<file path="src/rtl/lcfp_pkg.sv">
// Package of the LED chase controller: result type, register indexes and fixed constants.
// Depends on nothing; used by the top level and the output buffer.
`timescale 1ns / 1ps

package lcfp_pkg;

    localparam int CFG_IDX_W  = 2;
    localparam int CFG_DATA_W = 8;

    // Configuration register indexes.
    localparam logic [CFG_IDX_W-1:0] CFG_MAX_DUTY       = 2'd0;
    localparam logic [CFG_IDX_W-1:0] CFG_PWM_PERIOD     = 2'd1;
    localparam logic [CFG_IDX_W-1:0] CFG_DEBOUNCE_TICKS = 2'd2;
    localparam logic [CFG_IDX_W-1:0] CFG_SLEEP_TICKS    = 2'd3;

    // Register values after reset.
    localparam logic [7:0] MAX_DUTY_RST       = 8'd150;
    localparam logic [7:0] PWM_PERIOD_RST     = 8'd150;
    localparam logic [7:0] DEBOUNCE_TICKS_RST = 8'd8;
    localparam logic [7:0] SLEEP_TICKS_RST    = 8'd200;

    // Schedule slot timing, in slow ticks.
    localparam int         OFFSET_W   = 9;
    localparam logic [8:0] SLOT_LAST  = 9'd399;
    localparam logic [8:0] RAMP_TICKS = 9'd150;
    localparam logic [8:0] HOLD_END   = 9'd250;

    // Key hold count saturates here.
    localparam logic [7:0] HOLD_LIMIT = 8'd200;

    localparam int MASK_W = 4;

    typedef struct packed {
        logic [MASK_W-1:0] led_mask;
        logic              power_on;
        logic              sleep_request;
    } t_result;

endpackage

</file>
<file path="src/rtl/lcfp_if.sv">
// Handshake interfaces for the input and result channels of the LED chase controller.
// Depends on nothing.
`timescale 1ns / 1ps

interface lcfp_in_if;
    logic valid;
    logic ready;
    logic slow_tick;
    logic key_pressed;

    modport source (output valid, output slow_tick, output key_pressed, input ready);
    modport sink   (input valid, input slow_tick, input key_pressed, output ready);
endinterface

interface lcfp_out_if;
    logic       valid;
    logic       ready;
    logic [3:0] led_mask;
    logic       power_on;
    logic       sleep_request;

    modport source (output valid, output led_mask, output power_on,
                    output sleep_request, input ready);
    modport sink   (input valid, input led_mask, input power_on,
                    input sleep_request, output ready);
endinterface

</file>
<file path="src/rtl/lcfp_skid.sv">
// Two-entry output buffer: a result register plus a skid register.
// Depends on lcfp_pkg for the result type.
`timescale 1ns / 1ps

module lcfp_skid (
    input  logic             i_clk,
    input  logic             i_rst_n,
    input  logic             i_push_valid,
    output logic             o_push_ready,
    input  lcfp_pkg::t_result i_push_data,
    output logic             o_pop_valid,
    input  logic             i_pop_ready,
    output lcfp_pkg::t_result o_pop_data
);
    import lcfp_pkg::*;

    logic    r_out_valid;
    t_result r_out_data;
    logic    r_skid_valid;
    t_result r_skid_data;
    logic    push;
    logic    pop;

    // The skid entry absorbs one beat while the result register is stalled.
    assign o_push_ready = !r_skid_valid;
    assign push         = i_push_valid && !r_skid_valid;
    assign pop          = r_out_valid && i_pop_ready;

    always_ff @(posedge i_clk) begin
        if (!i_rst_n) begin
            r_out_valid  <= 1'b0;
            r_skid_valid <= 1'b0;
        end else if (r_skid_valid) begin
            if (pop) begin
                r_out_data   <= r_skid_data;
                r_skid_valid <= 1'b0;
            end
        end else if (push) begin
            if (!r_out_valid || pop) begin
                r_out_data  <= i_push_data;
                r_out_valid <= 1'b1;
            end else begin
                r_skid_data  <= i_push_data;
                r_skid_valid <= 1'b1;
            end
        end else if (pop) begin
            r_out_valid <= 1'b0;
        end
    end

    assign o_pop_valid = r_out_valid;
    assign o_pop_data  = r_out_data;

endmodule

</file>
<file path="src/rtl/led_chase_fade_pwm_controller_core.sv">
// Top level of the LED chase controller with fade, software PWM and a power key.
// Depends on lcfp_pkg, the interfaces in lcfp_if.sv and lcfp_skid.
//
//   Channel   Direction  Beat contents                             Handshake
//   i_in_ch   in         slow_tick, key_pressed                    valid/ready
//   o_out_ch  out        led_mask, power_on, sleep_request         valid/ready
//   cfg       in         i_cfg_idx, i_cfg_data                     i_cfg_we, no wait
//
// One input beat is one pass of the control loop and is taken every clock cycle
// while the buffer has room; its result beat is registered in the output buffer.
// The loop state updates at the accepting edge through compares, counters and
// selects, so one beat per cycle is sustained while the output is not stalled.
// A two-entry output buffer lets one more beat in while a result is stalled;
// the input side stalls only when both entries are full.
// Reset is synchronous and active low; it clears all state but the result data and
// restores the register defaults: it starts powered off with all duties zero.
`timescale 1ns / 1ps

module led_chase_fade_pwm_controller_core #(
    parameter int LED_CHANNELS = 4
) (
    input  logic                                 i_clk,
    input  logic                                 i_rst_n,
    lcfp_in_if.sink                              i_in_ch,
    lcfp_out_if.source                           o_out_ch,
    input  logic                                 i_cfg_we,
    input  logic [lcfp_pkg::CFG_IDX_W-1:0]       i_cfg_idx,
    input  logic [lcfp_pkg::CFG_DATA_W-1:0]      i_cfg_data
);
    import lcfp_pkg::*;

    localparam int SLOT_W = $clog2(LED_CHANNELS);

    // Configuration registers.
    logic [7:0] r_max_duty;
    logic [7:0] r_pwm_period;
    logic [7:0] r_debounce_ticks;
    logic [7:0] r_sleep_ticks;

    // Loop state. The schedule phase is kept as a slot number and an offset
    // within the 400-tick slot, which avoids dividing the phase by 400.
    logic [7:0]          r_pwm_count;
    logic [7:0]          r_duty [LED_CHANNELS];
    logic [SLOT_W-1:0]   r_slot;
    logic [OFFSET_W-1:0] r_offset;
    logic                r_power;
    logic [7:0]          r_hold;
    logic [7:0]          r_idle;

    logic [7:0]          n_pwm_count;
    logic [7:0]          n_duty [LED_CHANNELS];
    logic [SLOT_W-1:0]   n_slot;
    logic [OFFSET_W-1:0] n_offset;
    logic                n_power;
    logic [7:0]          n_hold;
    logic [7:0]          n_idle;

    logic                in_fire;
    logic                in_ready;
    logic                toggle;
    logic                sched_en;
    logic                in_ramp_up;
    logic                in_hold;
    logic                sleep_req;
    logic [8:0]          pwm_inc;
    logic [7:0]          idle_inc;
    logic [MASK_W-1:0]   led_mask;
    t_result             result;
    t_result             out_data;

    assign in_fire        = i_in_ch.valid && in_ready;
    assign i_in_ch.ready  = in_ready;

    // Register writes.
    always_ff @(posedge i_clk) begin
        if (!i_rst_n) begin
            r_max_duty       <= MAX_DUTY_RST;
            r_pwm_period     <= PWM_PERIOD_RST;
            r_debounce_ticks <= DEBOUNCE_TICKS_RST;
            r_sleep_ticks    <= SLEEP_TICKS_RST;
        end else if (i_cfg_we) begin
            unique case (i_cfg_idx)
                CFG_MAX_DUTY:       r_max_duty       <= i_cfg_data;
                CFG_PWM_PERIOD:     r_pwm_period     <= i_cfg_data;
                CFG_DEBOUNCE_TICKS: r_debounce_ticks <= i_cfg_data;
                CFG_SLEEP_TICKS:    r_sleep_ticks    <= i_cfg_data;
            endcase
        end
    end

    // Channels above the fourth are not shown on the mask; channels that do
    // not exist read as dark. The mask uses the duties before this pass.
    for (genvar k = 0; k < MASK_W; k++) begin : g_mask
        if (k < LED_CHANNELS) begin : g_live
            assign led_mask[k] = r_power && (r_pwm_count < r_duty[k]);
        end else begin : g_dark
            assign led_mask[k] = 1'b0;
        end
    end

    // Key debounce, power toggle, PWM counter, schedule phase and idle timer.
    always_comb begin
        n_pwm_count = r_pwm_count;
        n_hold      = r_hold;
        n_idle      = r_idle;
        n_slot      = r_slot;
        n_offset    = r_offset;
        toggle      = 1'b0;
        sleep_req   = 1'b0;
        pwm_inc     = {1'b0, r_pwm_count} + 9'd1;
        idle_inc    = r_idle + 8'd1;

        // The counter advances only while powered; it wraps on reaching the period.
        if (r_power) begin
            n_pwm_count = (pwm_inc >= {1'b0, r_pwm_period}) ? 8'd0 : pwm_inc[7:0];
        end

        if (i_in_ch.slow_tick) begin
            if (i_in_ch.key_pressed) begin
                n_idle = 8'd0;
                n_hold = (r_hold < HOLD_LIMIT) ? r_hold + 8'd1 : HOLD_LIMIT;
            end else begin
                // A release after a long enough hold counts as one press.
                toggle = (r_hold >= r_debounce_ticks);
                n_hold = 8'd0;
            end
        end

        n_power = r_power ^ toggle;

        // A toggle restarts the run from a cleared phase and counter.
        if (toggle) begin
            n_pwm_count = 8'd0;
            n_slot      = '0;
            n_offset    = '0;
        end

        sched_en = i_in_ch.slow_tick && n_power;
        if (sched_en) begin
            if (n_offset == SLOT_LAST) begin
                n_offset = '0;
                n_slot   = (n_slot == SLOT_W'(LED_CHANNELS - 1)) ? '0 : n_slot + 1'b1;
            end else begin
                n_offset = n_offset + 1'b1;
            end
        end

        // While off and with the key up, idle ticks run toward a sleep request.
        if (i_in_ch.slow_tick && !n_power && (n_hold == 8'd0)) begin
            if (idle_inc > r_sleep_ticks) begin
                sleep_req = 1'b1;
                n_idle    = 8'd0;
            end else begin
                n_idle = idle_inc;
            end
        end

        in_ramp_up = (n_offset < RAMP_TICKS);
        in_hold    = (n_offset < HOLD_END);
    end

    // Per-channel duty update. A ramp up in slot 0 clears every other channel,
    // and in any later slot clears the channel before it.
    for (genvar k = 0; k < LED_CHANNELS; k++) begin : g_duty
        logic [7:0] base;
        logic       own_slot;
        logic       clr_hit;

        assign base     = toggle ? 8'd0 : r_duty[k];
        assign own_slot = (n_slot == SLOT_W'(k));
        assign clr_hit  = ((n_slot == '0) && (k != 0))
                       || ({1'b0, n_slot} == (SLOT_W + 1)'(k + 1));

        always_comb begin
            n_duty[k] = base;
            if (sched_en) begin
                if (in_ramp_up) begin
                    if (clr_hit) begin
                        n_duty[k] = 8'd0;
                    end else if (own_slot && (base < r_max_duty)) begin
                        n_duty[k] = base + 8'd1;
                    end
                end else if (in_hold) begin
                    if (own_slot) begin
                        n_duty[k] = r_max_duty;
                    end
                end else if (own_slot && (base != 8'd0)) begin
                    n_duty[k] = base - 8'd1;
                end
            end
        end

        always_ff @(posedge i_clk) begin
            if (!i_rst_n) begin
                r_duty[k] <= 8'd0;
            end else if (in_fire) begin
                r_duty[k] <= n_duty[k];
            end
        end
    end

    always_ff @(posedge i_clk) begin
        if (!i_rst_n) begin
            r_pwm_count <= 8'd0;
            r_slot      <= '0;
            r_offset    <= '0;
            r_power     <= 1'b0;
            r_hold      <= 8'd0;
            r_idle      <= 8'd0;
        end else if (in_fire) begin
            r_pwm_count <= n_pwm_count;
            r_slot      <= n_slot;
            r_offset    <= n_offset;
            r_power     <= n_power;
            r_hold      <= n_hold;
            r_idle      <= n_idle;
        end
    end

    assign result.led_mask      = led_mask;
    assign result.power_on      = n_power;
    assign result.sleep_request = sleep_req;

    lcfp_skid u_skid (
        .i_clk        (i_clk),
        .i_rst_n      (i_rst_n),
        .i_push_valid (i_in_ch.valid),
        .o_push_ready (in_ready),
        .i_push_data  (result),
        .o_pop_valid  (o_out_ch.valid),
        .i_pop_ready  (o_out_ch.ready),
        .o_pop_data   (out_data)
    );

    assign o_out_ch.led_mask      = out_data.led_mask;
    assign o_out_ch.power_on      = out_data.power_on;
    assign o_out_ch.sleep_request = out_data.sleep_request;

endmodule

</file>
<file path="src/flat_wrapper.sv">
// flat-port wrapper written by rule: the top's interface ports become plain ports
module led_chase_fade_pwm_controller_core_flat import lcfp_pkg::*;
#(
    parameter int LED_CHANNELS = 4
)
  (i_clk, i_rst_n, i_cfg_we, i_cfg_idx, i_cfg_data, i_in_ch_valid, i_in_ch_slow_tick, i_in_ch_key_pressed, i_in_ch_ready, o_out_ch_valid, o_out_ch_led_mask, o_out_ch_power_on, o_out_ch_sleep_request, o_out_ch_ready);
  lcfp_in_if i_in_ch_i ();
  lcfp_out_if o_out_ch_i ();
  input  logic i_clk;
  input  logic i_rst_n;
  input  logic i_cfg_we;
  input  logic [lcfp_pkg::CFG_IDX_W-1:0] i_cfg_idx;
  input  logic [lcfp_pkg::CFG_DATA_W-1:0] i_cfg_data;
  input wire logic [$bits(i_in_ch_i.valid)-1:0] i_in_ch_valid;
  input wire logic [$bits(i_in_ch_i.slow_tick)-1:0] i_in_ch_slow_tick;
  input wire logic [$bits(i_in_ch_i.key_pressed)-1:0] i_in_ch_key_pressed;
  output wire logic [$bits(i_in_ch_i.ready)-1:0] i_in_ch_ready;
  output wire logic [$bits(o_out_ch_i.valid)-1:0] o_out_ch_valid;
  output wire logic [$bits(o_out_ch_i.led_mask)-1:0] o_out_ch_led_mask;
  output wire logic [$bits(o_out_ch_i.power_on)-1:0] o_out_ch_power_on;
  output wire logic [$bits(o_out_ch_i.sleep_request)-1:0] o_out_ch_sleep_request;
  input wire logic [$bits(o_out_ch_i.ready)-1:0] o_out_ch_ready;
  assign i_in_ch_i.valid = i_in_ch_valid;
  assign i_in_ch_i.slow_tick = i_in_ch_slow_tick;
  assign i_in_ch_i.key_pressed = i_in_ch_key_pressed;
  assign i_in_ch_ready = i_in_ch_i.ready;
  assign o_out_ch_valid = o_out_ch_i.valid;
  assign o_out_ch_led_mask = o_out_ch_i.led_mask;
  assign o_out_ch_power_on = o_out_ch_i.power_on;
  assign o_out_ch_sleep_request = o_out_ch_i.sleep_request;
  assign o_out_ch_i.ready = o_out_ch_ready;
  led_chase_fade_pwm_controller_core #(.LED_CHANNELS(LED_CHANNELS)) u_core (.i_clk(i_clk), .i_rst_n(i_rst_n), .i_in_ch(i_in_ch_i), .o_out_ch(o_out_ch_i), .i_cfg_we(i_cfg_we), .i_cfg_idx(i_cfg_idx), .i_cfg_data(i_cfg_data));
endmodule
</file>
<file path="config.mk">
export PLATFORM = sky130hd
export DESIGN_NAME = led_chase_fade_pwm_controller_core_flat
export DESIGN_NICKNAME = d
export VERILOG_FILES = /design/src/rtl/lcfp_pkg.sv /design/src/rtl/lcfp_if.sv /design/src/rtl/lcfp_skid.sv /design/src/rtl/led_chase_fade_pwm_controller_core.sv /design/src/flat_wrapper.sv
export SDC_FILE = /design/constraint.sdc
export NUM_CORES = 1
export LEC_CHECK = 0
export ABC_AREA = 1
export CORE_MARGIN = 2
export CORE_UTILIZATION = 35
export CTS_BUF_LIST = sky130_fd_sc_hd__clkbuf_4 sky130_fd_sc_hd__clkbuf_8
export CTS_CLUSTER_SIZE = 28
export DETAILED_ROUTE_END_ITERATION = 16
export DONT_BUFFER_PORTS = 1
export HOLD_SLACK_MARGIN = 0.15
export PLACE_DENSITY_LB_ADDON = 0.1
export SETUP_SLACK_MARGIN = 0.1
export SYNTH_ARGS = -nofsm -noshare
export SYNTH_HDL_FRONTEND = slang
export SYNTH_SLANG_ARGS = --single-unit
</file>
<file path="constraint.sdc">
create_clock -name i_clk -period 4.8 [get_ports i_clk]
set_input_delay 0.24 -clock i_clk [delete_from_list [all_inputs] [get_ports i_clk]]
set_output_delay 0.24 -clock i_clk [all_outputs]
set_load 0.005 [all_outputs]
</file>
# [Word level (Yosys, flattened, before mapping)]
# Memories as Yosys holds them, arrays and structs flattened.
# Cells that the tools add are included.
[word_totals] regBits=82 ramBits=32 inputBits=17 out_inout_bits=8 elab_cells=180 n_memories=1
[op_classes] n_addsub=13 n_lt_le_gt_ge=14 n_eq_ne=10 n_mux=72 bitwise=7 reduce_logical=45
[mem_list] memory="u_core.r_duty" words=4 word_bits=8 read_ports=4 rd_ports_with_merged_regs=0 write_ports=4 line="led_chase_fade_pwm_controller_core.sv:43" source="logic [7:0] r_duty [LED_CHANNELS];"
[op_table] op="8-bit two-way mux" n=46
[op_table] op="8-bit less-than comparator" n=8
[op_table] op="8-bit by 1-bit adder with 8-bit output (second input constant)" n=6
[op_table] op="8-bit nonzero test" n=4
[op_table] op="8-bit by 1-bit subtractor with 8-bit output (second input constant)" n=4
[op_table] op="9-bit two-way mux" n=3
[op_table] op="6-bit two-way mux" n=4
[op_table] op="9-bit by 8-bit less-than comparator with 1-bit output (second input constant)" n=2
[op_table] op="1-bit logical AND" n=17
[op_table] op="1-bit two-way mux" n=15
[op_table] op="2-bit nonzero test" n=6
[op_table] op="2-bit == test (second input constant)" n=5
[op_table] op="2-bit AND reduction" n=5
[op_table] op="8-bit by 1-bit adder with 9-bit output (second input constant)" n=1
[op_table] op="9-bit by 1-bit adder with 9-bit output (second input constant)" n=1
[op_table] op="9-bit == test (second input constant)" n=1
[op_table] op="9-bit by 8-bit >= comparator with 1-bit output" n=1
[op_table] op="8-bit >= comparator" n=1
[op_table] op="8-bit greater-than comparator" n=1
[op_table] op="8-bit logical NOT" n=1
[op_table] op="8-bit less-than comparator (second input constant)" n=1
[op_table] op="2-bit two-way mux" n=4
[op_table] op="4-bit AND reduction" n=2
[op_table] op="3-bit AND reduction" n=2
[op_table] op="other kinds (10)" n=20

# [Depth between registers and ports, before layout]
[logic_depth] depth_word=15 depth_mapped=36

# [By module]
# From an unflattened synthesis, not the netlist that was laid out.
[hier_totals] cells_unflattened=1502 area_unflattened_um2=10184.8
[by_module_without_submodules] module="led_chase_fade_pwm_controller_core" n_inst=1 cells_per_inst=1450 area_each_um2=9614.2 seq_area_each_um2=2322.2
[by_module_without_submodules] module="lcfp_skid" n_inst=1 cells_per_inst=52 area_each_um2=570.5 seq_area_each_um2=400.4

# [Worst setup path after synthesis]
# OpenSTA, ideal clock, no wires.
[synth_path] path_kind="register to register" from="register u_core.r_debounce_ticks[7]" to="memory u_core.r_duty[2][4], in the netlist u_core.r_duty[1][4], data pin" setup_time_ps=259 t_arrival_ps=4448 required_ps=4541 path_slack_ps=93 path_stages_with_launch=34 n_path_buf=3 period_less_slack_ps=4707 path_cell_list="dfxtp_1 > inv_1 > ha_1 > nand2_1 > nor2_1 > nand4_1 > nand3_2 > nand2_4 > buf_6 > buf_6 > ha_1 > nand2_2 > inv_2 > nand4_1 > nor4_2 > nand2_2 > nor2_1 > inv_1 > o21ai_0 > o21ai_0 > inv_1 > ha_1 > buf_2 > clkinv_1 > a211oi_1 > nand2_1 > a41oi_1 > nand2_2 > nand2_1 > o21ai_0 > nand2_1 > nor2_1 > nor2_1 > a21oi_1"
[synth_lines] element="from (decl)" line="led_chase_fade_pwm_controller_core.sv:37" source="logic [7:0] r_debounce_ticks;"
[synth_lines] element="from (signal assigned)" line="led_chase_fade_pwm_controller_core.sv:85" source="CFG_DEBOUNCE_TICKS: r_debounce_ticks <= i_cfg_data;"
[synth_lines] element="to (decl)" line="led_chase_fade_pwm_controller_core.sv:43"

==> results.md <==
- The number of nets in the finished design is roughly 1700.
- The post-synthesis cell count is approximately 1500.
- After synthesis the netlist holds a flip-flop and latch count of approximately 110.
- CTS built an H-tree with a depth of 4.
- The cell area reported after detailed placement is approximately 11000 um^2.
- After synthesis the cells add up to 10170 um^2.
- The kind of path behind the tightest hold check is in -> reg.
- The measured slew at the worst slew-check pin is around 1.1 ns.
- The number of enable flip-flop cells after synthesis is 44.
- The routed via count is roughly 10000.
- The area overhead of the layout relative to synthesis is 12.79%.
- The post-detailed-route wirelength per cell is about 18 um.
- Of all flip-flops after synthesis, the portion carrying an async set or reset was 0%.
- The number of standard-cell rows in the floorplan is 62.
- Across the VDD grid, the largest voltage drop is about 0.15 mV.
- Cell internal power was estimated by the tool at ~1.8 mW.
- The clock passes through at most 2 buffers.
- The HPWL after detailed placement is around 24000 um.
- The tree is rooted in a clkbuf_8.
- The number of cell instances on the worst register-to-register path is 23.
- The max-slew violation count came to 0.
- The first global-routing pass estimated 57100 um of wire.
- Entering global routing, the biggest net connects 48 pins.
- The synthesized net count is 1624.
- The completed layout was analyzed and its total power is between 2 and 3 mW.
- The launch point of the critical path is u_core.r_hold[6]$_SDFFE_PN0P_.
- The y dimension of the die is 174.5 um.
- TritonCTS built the clock tree.
- The average footprint of a synthesized cell is 6.754 um^2.
- The critical path class is reg -> reg.
- The leading register cell type out of synthesis is dfxtp_1.
- The area of the die is between 30000 and 40000 um^2.
- The areal power density over the cells is 229.6 nW/um^2.
- Global routing finished with a remaining overflow of 0.
- After detailed routing, the number of remaining DRC violations is 0.
- Summing all non-filler instances in the final layout gives an area of 11470 um^2.
- The final-layout worst hold slack is between 0.15 and 0.2 ns.
- The core region is between 20000 and 30000 um^2.
- The share of the Yosys chip area taken by registers is between 20% and 30%.
- In this run the most critical hold path is launched from i_in_ch_slow_tick.
- At the later pin of the worst-skew pair, clock insertion delay measures between 0.4 and 0.5 ns.
- Before antenna repair, the detailed router went through 7 iterations.
- TritonCTS created 17 clock buffers.
- The tree built by TritonCTS fans out to 114 sinks.
- Setup violations remaining at the end of the flow were counted as 0.
- In the final layout, the share of cells above drive strength 1 is approximately 9%.
- Summed over all nets, the switching power comes to between 0.8 and 0.9 mW.
- For hold timing, the worst endpoint is u_core.r_hold[7]$_SDFFE_PN0P_.
- The switching part of the total power is 32.87%.
- The distinct cell type count of the synthesized netlist is between 50 and 60.
- The number of antenna diodes in the final layout is 0.
- The proportion of power drawn by combinational gates is a little over a fifth.
- The part of the cycle the worst path needs is roughly 89%.
- The worst register-to-register path begins at u_core.r_hold[6]$_SDFFE_PN0P_.
- The critical path launch point type is a register.
- In this run, the number of DRC markers left after iteration 0 of detailed routing was between 700 and 800.
- The clock transition at the registers of the reported paths is approximately 0.080 ns.
- Buffers added to address setup during post-CTS repair amount to 0.
- In this run the tightest slew margin relative to its limit is about 26%.
- Using the TritonRoute via totals, the vias-per-cell ratio works out to around 5.3.
- In this run the worst path has a maximum fanout of 36.
- The tool flagged a number of max-cap violations equal to 0.
- STA puts the critical path data required time at roughly 5 ns.
- The number of synthesis warnings is 0.
- The static power due to leakage is just over 5 nW.
- For this run, the total global-route usage over all layers was measured as between 20% and 30%.
- The endpoint of the worst register-to-register path is u_core.r_duty[1][11]$_SDFFCE_PN0P_.
- The hold-critical path depth is 4.
- Routability-driven placement finished with a final weighted congestion of approximately 0.88.
- The signal arrival time at the worst endpoint is about 4.5 ns.
- The sequential fraction of design power is 41.2%.
- The maximum clock skew at final layout is around 0.016 ns.
- The number of hold violations in the final report is 0.
- The overall routed net length is 35960 um.
- Per report_power, the clock group accounts for between 30% and 40% of the total.
- STA classifies the critical path endpoint as a register.
- The flow ran to the end, and the final reports show no timing, DRC or antenna violations.
- The routed design could run at a clock period as short as approximately 4.3 ns.
- The via count of the first global-routing pass was roughly 10000.
- Measured along the x axis, the die boundary spans 174.5 um.
- The number of placed I/O pins is 25.
- The initial antenna violation count is 0.
- For flop-to-flop paths, the worst setup slack is roughly 0.55 ns.
- The initial utilization of the core area, before any placement, comes to about 36%.
- Static timing analysis puts the maximum clock frequency at between 0.2 and 0.25 GHz.
- The number of nets with antenna violations after detailed routing is 0.
- The count of port buffers added during placement is 0.
==> cell usage in the layout, fill, tap and decap left out, types with 41 or more instances in the layout <==
cell      synthesis  final
a21oi_1         121    120
dfxtp_1          70     70
edfxtp_1         44     44
ha_1            101     99
inv_1           157    157
nand2_1         355    353
nand3_1         131    131
nand4_1          41     41
nor2_1          128    127
o21ai_0         101     99
xor2_1           45     45
==> cell usage after synthesis (all sizes together), types with 3 or more instances <==
master	count	share of area, %
xor2	45	3.9
nand4	42	2.6
a21o	3	0.22
nor2	143	5.7
edfxtp	44	13
a41oi	4	0.34
clkinv	9	0.33
buf	20	1.6
a21boi	3	0.22
inv	170	6.3
ha	101	12
a31oi	4	0.25
nand3b	8	0.59
o21bai	4	0.33
nand2	374	14
a21oi	121	6.0
o21ai	110	5.4
nand3	136	7.0
clkbuf	26	0.96
o22ai	13	0.86
o211ai	13	0.96
nor4	3	0.25
dfxtp	70	14
nor3	23	1.3
a211oi	9	0.66
==> flip-flops by register name, summed over array words and instances, names as in the netlist, 8 cells and up <==
signal and cells:
u_core.r_pwm_period 8, u_core.r_duty 32, u_core.r_hold 8, u_core.r_pwm_count 8
u_core.r_idle 8, u_core.r_offset 9, u_core.r_max_duty 8, u_core.r_sleep_ticks 8
u_core.r_debounce_ticks 8
==> worst max-delay path by stage <==
stage / endpoint / slack, ns / cells after the start
floorplan: u_core.r_duty[0][4]$_SDFFCE_PN0P_ / 0.18 / 30
CTS: u_core.r_duty[0][13]$_SDFFCE_PN0P_ / 0.34 / 26
global placement: u_core.r_duty[1][11]$_SDFFCE_PN0P_ / 0.48 / 30
finish: u_core.r_duty[1][11]$_SDFFCE_PN0P_ / 0.55 / 23
global route: u_core.r_duty[1][15]$_SDFFCE_PN0P_ / -0.02 / 30
detailed placement: u_core.r_duty[0][13]$_SDFFCE_PN0P_ / 0.38 / 26
==> power by group through the flow <==
| stage | sequential (mW) | combinational (mW) | clock (mW) |
|---|---|---|---|
| after floorplan | 1.09 | 0.397 | 0 |
| after global placement | 1.11 | 0.522 | 0 |
| after detailed placement | 1.11 | 0.522 | 0 |
| after CTS | 1.08 | 0.558 | 1.01 |
| after global routing | 1.09 | 0.640 | 1.05 |
| final | 1.08 | 0.562 | 0.987 |
==> what timing repair did <==
item / 4_1_cts / 5_1_grt
endpoints found under the setup margin: 0 / 32
endpoints found under the hold margin: 54 / 0
hold buffers: 31 / 0
gates resized for setup: 0 / 11
==> through the flow <==
stage	cells	setup TNS, ns	util [%]	setup WS, ns
floorplan	1506	0	-	0.1821
global placement	1882	0	37.36	0.4803
detailed placement	1882	0	37.36	0.3794
CTS	1945	0	39.91	0.3376
global route	1946	-0.02319	40.08	-0.01557
finish	1946	0	40.08	0.5484
==> critical path: stages, from the launching register on <==
cell and delay, ns:
dfxtp_1 0.37, ha_1 0.29, nand2_1 0.06, nor2_1 0.15, nand4_1 0.11, nand3_2 0.11, nand2_4 0.12, ha_4 0.31
nand2_2 0.05, inv_2 0.05, buf_4 0.42, nand3_1 0.23, nor2_2 0.21, nand3_1 0.09, nand2_1 0.07, nand2_1 0.06
nor2_2 0.18, nand3_4 0.12, nand2_4 0.30, inv_1 0.31, nand2_1 0.14, nand2_1 0.08, nand2_1 0.06, a21oi_1 0.06
==> logic make-up after synthesis <==
| logic type | after synthesis | share of synthesized area [%] |
|---|---|---|
| DFF | 114 | 26.77 |
| buffers and inverters | 225 | 9.152 |
| and+or+nand+nor | 730 | 31.96 |
| AOI/OAI and AO/OA | 290 | 15.73 |
| adders and majority gates | 101 | 12.42 |
| xor gates and xnor gates | 46 | 3.961 |
==> routing by layer <==
metal / wire length, um / vias up / GRT usage (%) / share of wire [%]
met2: 16280 / 292 / 38.89 / 45
met4: 1137 / 0 / 9.069 / 3.2
met5: 0 / - / 0 / 0
li1: - / 5183 / - / -
met1: 16870 / 4799 / 32.77 / 47
met3: 1684 / 58 / 3.303 / 4.7
==> area by class of cell <==
type | instances | area (um^2)
timing repair buffer | 69 | 613.1
sequential | 114 | 2723
clock inverter | 8 | 102.6
fill | 3121 | 17150
clock buffer | 24 | 305.3
multi-input combinational | 1168 | 6574
tap | 384 | 480.5
inverter | 179 | 674.4
Note: power is estimated with default switching activity, not from simulation.
